[config.mk]
export PLATFORM = sky130hd
export DESIGN_NAME = radio_freq_frame_band_decoder
export DESIGN_NICKNAME = d
export VERILOG_FILES = /design/src/rtl/core/rfb_pkg.sv /design/src/rtl/core/radio_freq_frame_band_decoder.sv
export SDC_FILE = /design/constraint.sdc
export NUM_CORES = 1
export LEC_CHECK = 0
export ABC_CLOCK_PERIOD_IN_PS = 6810
export BUFFER_PORTS_ARGS = -buffer_cell sky130_fd_sc_hd__buf_4
export CORE_MARGIN = 8
export CORE_UTILIZATION = 44
export CTS_CLUSTER_DIAMETER = 80
export DETAILED_ROUTE_END_ITERATION = 16
export PLACE_DENSITY_LB_ADDON = 0.15
export SLEW_MARGIN = 20
export SYNTH_ARGS = -nofsm -noshare
export SYNTH_HDL_FRONTEND = slang
export SYNTH_SLANG_ARGS = --single-unit
[constraint.sdc]
create_clock -name clk -period 6.81 [get_ports clk]
set_input_delay 0.681 -clock clk [delete_from_list [all_inputs] [get_ports clk]]
set_output_delay 0.681 -clock clk [all_outputs]
set_load 0.01 [all_outputs]
[src/rtl/core/rfb_pkg.sv]
// Shared types, bus codes, band limits and helpers for the frequency frame decoder.
`default_nettype none

package rfb_pkg;

	localparam int BYTE_W    = 8;
	localparam int FREQ_W    = 34;
	localparam int BAND_W    = 4;
	localparam int NUM_BANDS = 13;
	localparam int NUM_DATA  = 5;
	localparam int POS_W     = $clog2(NUM_DATA);
	localparam int PAIR_W    = 7;
	localparam int SCALE_W   = 27;

	// Frame delimiters
	localparam logic [BYTE_W-1:0] PREAMBLE_BYTE = 8'hFE;
	localparam logic [BYTE_W-1:0] END_BYTE      = 8'hFD;

	// Controller addresses
	localparam logic [BYTE_W-1:0] ADDR_CTRL_E1  = 8'hE1;
	localparam logic [BYTE_W-1:0] ADDR_CTRL_E0  = 8'hE0;
	localparam logic [BYTE_W-1:0] ADDR_CTRL_00  = 8'h00;
	localparam logic [BYTE_W-1:0] ADDR_CTRL_F1  = 8'hF1;

	// Radio addresses
	localparam logic [BYTE_W-1:0] ADDR_RADIO_A4 = 8'hA4;
	localparam logic [BYTE_W-1:0] ADDR_RADIO_94 = 8'h94;
	localparam logic [BYTE_W-1:0] ADDR_RADIO_B6 = 8'hB6;
	localparam logic [BYTE_W-1:0] ADDR_RADIO_98 = 8'h98;
	localparam logic [BYTE_W-1:0] ADDR_RADIO_96 = 8'h96;

	// Commands
	localparam logic [BYTE_W-1:0] CMD_FREQ_XFER = 8'h00;
	localparam logic [BYTE_W-1:0] CMD_FREQ_BCST = 8'h03;
	localparam logic [BYTE_W-1:0] CMD_FREQ_SET  = 8'h05;

	localparam logic [BAND_W-1:0] BAND_NONE = 4'd15;

	// Weight of each data byte, least significant byte first
	localparam logic [SCALE_W-1:0] DIGIT_SCALE [NUM_DATA] = '{
		27'd1, 27'd100, 27'd10000, 27'd1000000, 27'd100000000
	};

	// Band limits in Hz, checked in this order
	localparam logic [FREQ_W-1:0] BAND_LOW [NUM_BANDS] = '{
		34'd5300000,  34'd1800000,  34'd3500000,  34'd7000000,  34'd10100000,
		34'd14000000, 34'd18068000, 34'd21000000, 34'd24890000, 34'd28000000,
		34'd50000000, 34'd144000000, 34'd420000000
	};
	localparam logic [FREQ_W-1:0] BAND_HIGH [NUM_BANDS] = '{
		34'd5450000,  34'd2000000,  34'd4000000,  34'd7300000,  34'd10150000,
		34'd14350000, 34'd18168000, 34'd21450000, 34'd24990000, 34'd29700000,
		34'd52000000, 34'd148000000, 34'd450000000
	};

	// Frame phase, one-hot
	typedef enum logic [12:0] {
		PH_PRE1 = 13'b0000000000001,
		PH_PRE2 = 13'b0000000000010,
		PH_DEST = 13'b0000000000100,
		PH_CSRC = 13'b0000000001000,
		PH_CCMD = 13'b0000000010000,
		PH_RSRC = 13'b0000000100000,
		PH_RCMD = 13'b0000001000000,
		PH_D0   = 13'b0000010000000,
		PH_D1   = 13'b0000100000000,
		PH_D2   = 13'b0001000000000,
		PH_D3   = 13'b0010000000000,
		PH_D4   = 13'b0100000000000,
		PH_END  = 13'b1000000000000
	} phase_t;

	function automatic logic is_ctrl(input logic [BYTE_W-1:0] b);
		return (b == ADDR_CTRL_E1) || (b == ADDR_CTRL_E0) ||
			(b == ADDR_CTRL_00) || (b == ADDR_CTRL_F1);
	endfunction

	function automatic logic is_radio(input logic [BYTE_W-1:0] b);
		return (b == ADDR_RADIO_A4) || (b == ADDR_RADIO_94) || (b == ADDR_RADIO_B6) ||
			(b == ADDR_RADIO_98) || (b == ADDR_RADIO_96);
	endfunction

	function automatic logic is_bcd(input logic [BYTE_W-1:0] b);
		return (b[7:4] <= 4'd9) && (b[3:0] <= 4'd9);
	endfunction

endpackage

`default_nettype wire

[src/rtl/core/radio_freq_frame_band_decoder.sv]
// Frequency frame decoder: frame tracking, BCD to binary, band lookup and held band code.
//
// Channel  Direction  Handshake           Payload
// in       input      in_valid/in_stall   rx_byte[7:0]
// out      output     out_valid/out_stall frame_done, frequency_hz[33:0], band_found,
//                                         band_number[3:0], band_lines[3:0]
//
// One result per byte, via byte and result registers; one byte per cycle while out_stall is low.
// The byte register feeds the frame logic and the result register in one pass; each data
// byte is weighted and added into a running binary sum, so the whole frequency is ready
// at the end byte. Reset puts the frame in the first-preamble phase and the band code at 15.
// A stalled result holds; the byte register takes one more item behind it, then in_stall rises.
`default_nettype none

module radio_freq_frame_band_decoder
	import rfb_pkg::*;
(
	input  wire logic                clk,
	input  wire logic                arst_n,
	input  wire logic                in_valid,
	output      logic                in_stall,
	input  wire logic [BYTE_W-1:0]   rx_byte,
	output      logic                out_valid,
	input  wire logic                out_stall,
	output      logic                frame_done,
	output      logic [FREQ_W-1:0]   frequency_hz,
	output      logic                band_found,
	output      logic [BAND_W-1:0]   band_number,
	output      logic [BAND_W-1:0]   band_lines
);

	logic                valid_s1;
	logic [BYTE_W-1:0]   byte_s1;
	phase_t              phase_q, phase_d;
	logic [FREQ_W-1:0]   acc_q, acc_d;
	logic [BAND_W-1:0]   held_q, held_d;
	logic                out_free, proc;
	logic                done;
	logic [POS_W-1:0]    pos;
	logic [PAIR_W-1:0]   pair;
	logic [FREQ_W-1:0]   weighted;
	logic [NUM_BANDS-1:0] hit;
	logic                found;
	logic [BAND_W-1:0]   num;

	// Handshake: result register frees up or is empty, byte register moves on
	assign out_free = !out_valid || !out_stall;
	assign proc     = valid_s1 && out_free;
	assign in_stall = valid_s1 && !out_free;

	// Byte register
	always_ff @(posedge clk or negedge arst_n) begin
		if (!arst_n) begin
			valid_s1 <= 1'b0;
		end else if (!in_stall) begin
			valid_s1 <= in_valid;
		end
	end

	always_ff @(posedge clk) begin
		if (!in_stall && in_valid) begin
			byte_s1 <= rx_byte;
		end
	end

	// Select the weight of the current data byte
	always_comb begin
		unique case (phase_q)
			PH_D1:   pos = POS_W'(1);
			PH_D2:   pos = POS_W'(2);
			PH_D3:   pos = POS_W'(3);
			PH_D4:   pos = POS_W'(4);
			default: pos = POS_W'(0);
		endcase
	end

	// Two BCD digits to 0..99, then scale by the byte weight
	assign pair     = PAIR_W'({3'b000, byte_s1[7:4]}) * PAIR_W'(10)
		+ PAIR_W'({3'b000, byte_s1[3:0]});
	assign weighted = FREQ_W'(pair) * FREQ_W'(DIGIT_SCALE[pos]);

	// Advance the frame phase and the running sum
	always_comb begin
		phase_d = phase_q;
		acc_d   = acc_q;
		done    = 1'b0;
		priority if (byte_s1 == PREAMBLE_BYTE && phase_q != PH_PRE1 && phase_q != PH_PRE2) begin
			phase_d = PH_PRE2;
		end else begin
			unique case (phase_q)
				PH_PRE1: phase_d = (byte_s1 == PREAMBLE_BYTE) ? PH_PRE2 : PH_PRE1;
				PH_PRE2: phase_d = (byte_s1 == PREAMBLE_BYTE) ? PH_DEST : PH_PRE1;
				PH_DEST: begin
					if (is_ctrl(byte_s1)) phase_d = PH_CSRC;
					else if (is_radio(byte_s1)) phase_d = PH_RSRC;
					else phase_d = PH_PRE1;
				end
				PH_CSRC: phase_d = is_radio(byte_s1) ? PH_CCMD : PH_PRE1;
				PH_CCMD: phase_d = (byte_s1 == CMD_FREQ_XFER || byte_s1 == CMD_FREQ_BCST)
					? PH_D0 : PH_PRE1;
				PH_RSRC: phase_d = (byte_s1 == ADDR_CTRL_00 || byte_s1 == ADDR_CTRL_E0 ||
					byte_s1 == ADDR_CTRL_F1) ? PH_RCMD : PH_PRE1;
				PH_RCMD: phase_d = (byte_s1 == CMD_FREQ_XFER || byte_s1 == CMD_FREQ_SET)
					? PH_D0 : PH_PRE1;
				PH_D0, PH_D1, PH_D2, PH_D3, PH_D4: begin
					if (is_bcd(byte_s1)) begin
						acc_d = ((phase_q == PH_D0) ? '0 : acc_q) + weighted;
						unique case (phase_q)
							PH_D0:   phase_d = PH_D1;
							PH_D1:   phase_d = PH_D2;
							PH_D2:   phase_d = PH_D3;
							PH_D3:   phase_d = PH_D4;
							default: phase_d = PH_END;
						endcase
					end else begin
						phase_d = PH_PRE1;
					end
				end
				PH_END: begin
					phase_d = PH_PRE1;
					done    = (byte_s1 == END_BYTE);
				end
				default: phase_d = PH_PRE1;
			endcase
		end
	end

	// Compare the finished frequency against every band
	always_comb begin
		for (int i = 0; i < NUM_BANDS; i++) begin
			hit[i] = (acc_q >= BAND_LOW[i]) && (acc_q <= BAND_HIGH[i]);
		end
	end

	// Pick the first matching band
	always_comb begin
		num = '0;
		for (int i = NUM_BANDS - 1; i >= 0; i--) begin
			if (hit[i]) num = BAND_W'(i);
		end
	end

	assign found  = done && (|hit);
	assign held_d = found ? num : held_q;

	// Frame state and held band code
	always_ff @(posedge clk or negedge arst_n) begin
		if (!arst_n) begin
			phase_q <= PH_PRE1;
			held_q  <= BAND_NONE;
		end else if (proc) begin
			phase_q <= phase_d;
			held_q  <= held_d;
		end
	end

	always_ff @(posedge clk) begin
		if (proc) begin
			acc_q <= acc_d;
		end
	end

	// Result register
	always_ff @(posedge clk or negedge arst_n) begin
		if (!arst_n) begin
			out_valid <= 1'b0;
		end else if (out_free) begin
			out_valid <= valid_s1;
		end
	end

	always_ff @(posedge clk) begin
		if (proc) begin
			frame_done   <= done;
			frequency_hz <= done ? acc_q : '0;
			band_found   <= found;
			band_number  <= found ? num : '0;
			band_lines   <= held_d;
		end
	end

endmodule

`default_nettype wire
==> results by group <==
Critical path
  • Reg2Reg Depth: 22
  • Crit-path max FO: 4
  • Setup CP Type: flop to flop
  • CP Launch Type: flop
  • Worst EP arrival: 6.67 ns
  • Crit end category: flop
  • CP required: 6.93 ns
  • Reg2Reg Setup Slack: 0.26 ns
  • Reg2reg start: phase_q[3]
  • Crit Reg-Reg Endpoint: acc_q[33]
  • Worst Setup SP: phase_q[3]

Floorplan
  • Die area: 0.0333 mm2
  • Ports: 58
  • Area of the core: 0.0276 mm2
  • Chip height: 182 um
  • Die X: 182 um
  • Rows: 61
  • Initial Util: 44.2%

Layout
  • FF/Latch Area: 0.00306 mm2
  • Post-route design area: 0.0141 mm2
  • Fin nets: 1,652
  • Filler instances: 2,558
  • Area grow syn2layout: 15.9%
  • Share of layout cells above drive strength 1: 17.1%
  • Multi-input gate area: 0.00830 mm2
  • # diodes: 0

Route
  • Post-DRT Antenna Nets: 0
  • DRC: 0
  • WL/cell: 20.8 um
  • WL final: 37,900 um
  • Vias/cell: 5.70
  • DR vias: 10,400
  • Detailed Routing Iterations Pass 1: 6
  • DR iter-0 viols: 842

GRT
  • Initial antenna violation count: 0
  • Met2 usage: 36.6%
  • First-pass GRT wire length: 59,400 um
  • GR peak layer: met2
  • Largest net degree at the start of global routing: 47
  • Total grt overflow: 0
  • GR met1 Demand/Resource: 29.8%
  • Total global-route track usage: 22.7%
  • Vias in the first global route: 10,300
  • Met3 Usage GRT: 3.04%

STA
  • Tightest Pin Transition: 1.01 ns
  • Setup violators final: 0
  • Max-slew violation count: 0
  • Final WS setup: 0.262 ns
  • Final Hold Viols: 0
  • Final period util: 96.1%
  • Max Clock Skew: 0.0321 ns
  • Fmax: 153 MHz
  • Final min period: 6.55 ns
  • Relative slew slack: 32.7%

Logic synthesis
  • Sequential cell area fraction in the yosys report: 25.1%
  • Post-synth ARST share: 18.1%
  • Ys flop type: edfxtp_1
  • Yosys warning count: 0
  • Synthesized area: 0.0122 mm2
  • Yosys cell types: 86
  • Syn Nets: 1,543
  • Gate Count Post-Synth: 1,332
  • Mean post-synth cell area: 9.15 um2
  • Post-synth EDFFs: 86
  • #FFs+latches synth: 105

Clock network
  • CTS sink count: 105
  • CTS tree: yes
  • Clock-pin slew on the worst setup and hold paths: 0.10 ns
  • Clock root buffer: clkbuf_16
  • Clock Tree Buf Depth: 2
  • Hold-fix buffers, CTS: 0
  • Depth of the CTS H-tree: 3
  • Num CTS Buffers: 9
  • Skew-Pair Late Insertion Delay: 0.38 ns

Run
  • Max_cap viols: 0

Power
  • Leakage: 6.29 nW
  • Power per cell area: 117 mW/mm2
  • Max IR drop VDD: 0.0000893 V

Placement
  • Placement Cell Area: 0.0135 mm2
  • Routability cong.: 1.00
  • DP Worst Slack: -0.0723 ns
  • Port Buffer Count: 57
  • Dpl hpwl: 29,400 um

Status
  • Status: finished, final reports clean

Hold path
  • Hold Path Class: primary input to async pin
-- timing repair --
item / in CTS / in global routing
setup buffers: 0 / 8
resized for setup: 3 / 46
setup endpoints to repair: 2 / 8
cloned: 0 / 0
pin swaps: 1 / 24
-- Yosys cell counts (all sizes together) (6+ instances only) --
cell | n | share of area [%]
a2111oi | 6 | 0.43
a211o | 8 | 0.57
a211oi | 10 | 0.66
a21o | 18 | 1.1
a21oi | 50 | 2.1
a31oi | 14 | 0.84
and2 | 55 | 2.8
and3 | 11 | 0.56
buf | 18 | 0.72
clkbuf | 40 | 1.2
dfrtp | 14 | 2.9
edfxtp | 86 | 21
fa | 113 | 19
ha | 86 | 8.8
inv | 216 | 6.7
mux2i | 6 | 0.49
nand2 | 79 | 2.4
nand2b | 20 | 1.0
nand3 | 28 | 1.1
nand4 | 26 | 1.3
nand4b | 8 | 0.57
nor2 | 104 | 3.2
nor2b | 19 | 0.97
nor3 | 25 | 1.0
nor4 | 35 | 2.2
nor4b | 13 | 1.3
o211ai | 7 | 0.43
o21ai | 41 | 1.7
o21bai | 7 | 0.43
o311ai | 8 | 0.57
o31ai | 7 | 0.43
or2 | 6 | 0.31
or3 | 15 | 0.77
or4 | 9 | 0.62
xnor2 | 31 | 2.2
xor2 | 10 | 0.72
-- how the worst max path moves through the flow --
| stage | end | slack, ns | cells after the start |
|---|---|---|---|
| finish | acc_q[33] | 0.26 | 22 |
| global placement | acc_q[31] | -0.03 | 23 |
| detailed placement | acc_q[31] | -0.07 | 23 |
| floorplan | acc_q[31] | 0.05 | 22 |
| global route | acc_q[33] | -0.05 | 23 |
| CTS | acc_q[31] | 0.04 | 23 |
-- layout by cell type (no fill, tap or decap), drive strengths merged, types with 10 or more instances in the layout --
master    n
xor2     10
a21oi    50
nand2    79
nand4    26
a21o     18
o21ai    41
nand3    28
and3     11
fa      113
nor4     35
a211oi   10
nor2b    19
xnor2    31
dfrtp    14
and2     55
nand2b   20
nor3     25
buf     156
ha       86
a31oi    14
inv     218
edfxtp   86
or3      15
nor2    104
nor4b    13
-- metal layers --
metal	share of wire, %	wire length (um)
met5	0	0
met4	4.8	1840
met2	46	17400
met1	44	16500
met3	5.8	2210
-- per-stage QoR --
stage	hold slack [ns]	cells	utilization, %	total power, mW	setup TNS [ns]
CTS	0.183	1816	50.3	1.64	0
global placement	0.464	1800	49.2	1.08	-0.0470
detailed placement	0.472	1800	49.2	1.09	-0.125
global route	0.187	1824	51.3	1.72	-0.0463
finish	0.180	1824	51.3	1.65	0
floorplan	0.385	1332	-	0.946	0
-- critical path, cell delays in order, from the launching register on --
cell and delay [ns]:
dfrtp_1 0.38, or3_1 0.40, nand4b_1 0.28, or4b_2 0.74
nand2_1 0.18, nand2b_4 0.08, fa_1 0.50, fa_1 0.54
inv_1 0.05, fa_1 0.53, inv_1 0.05, fa_1 0.52
inv_1 0.06, ha_4 0.27, nand4_1 0.14, a2111oi_2 0.31
nand3_1 0.11, o211ai_1 0.22, a2111oi_2 0.13, buf_4 0.17
nor3_4 0.27, nor2_2 0.09, a211o_1 0.26
-- registers in the layout, indices dropped and copies added, names as in the netlist, 4 cells and up --
register and cells:
acc_q 34, band_lines 4, band_number 4, byte_s1 8, frequency_hz 34, held_q 4
phase_q 13
-- kinds of logic (layout without fill, tap and decap cells) --
logic type | count (synthesis) | in the layout | share of synthesized area [%]
AOI/OAI and AO/OA | 225 | 225 | 13.0
xor gates and xnor gates | 41 | 41 | 2.95
adders and majority gates | 199 | 199 | 27.4
buffers and inverters | 275 | 389 | 8.63
DFF | 105 | 105 | 25.1
muxes | 8 | 8 | 0.708
and+or+nand+nor | 479 | 479 | 22.2
-- power by group --
group	switching, mW	total [mW]	internal (mW)
combinational	0.203	0.366	0.163
clock	0.291	0.552	0.261
sequential	0.00922	0.734	0.725
total	0.504	1.65	1.15
-- final cells by class --
type	instances	share of cell area [%]
clock inverters	7	0.540
inverters	217	5.76
flip-flops and latches	105	21.7
well taps	378	3.35
repair buffers	156	8.34
clock buffers	9	1.59
multi-input cells	952	58.7
(Power assumes the default switching activity.)
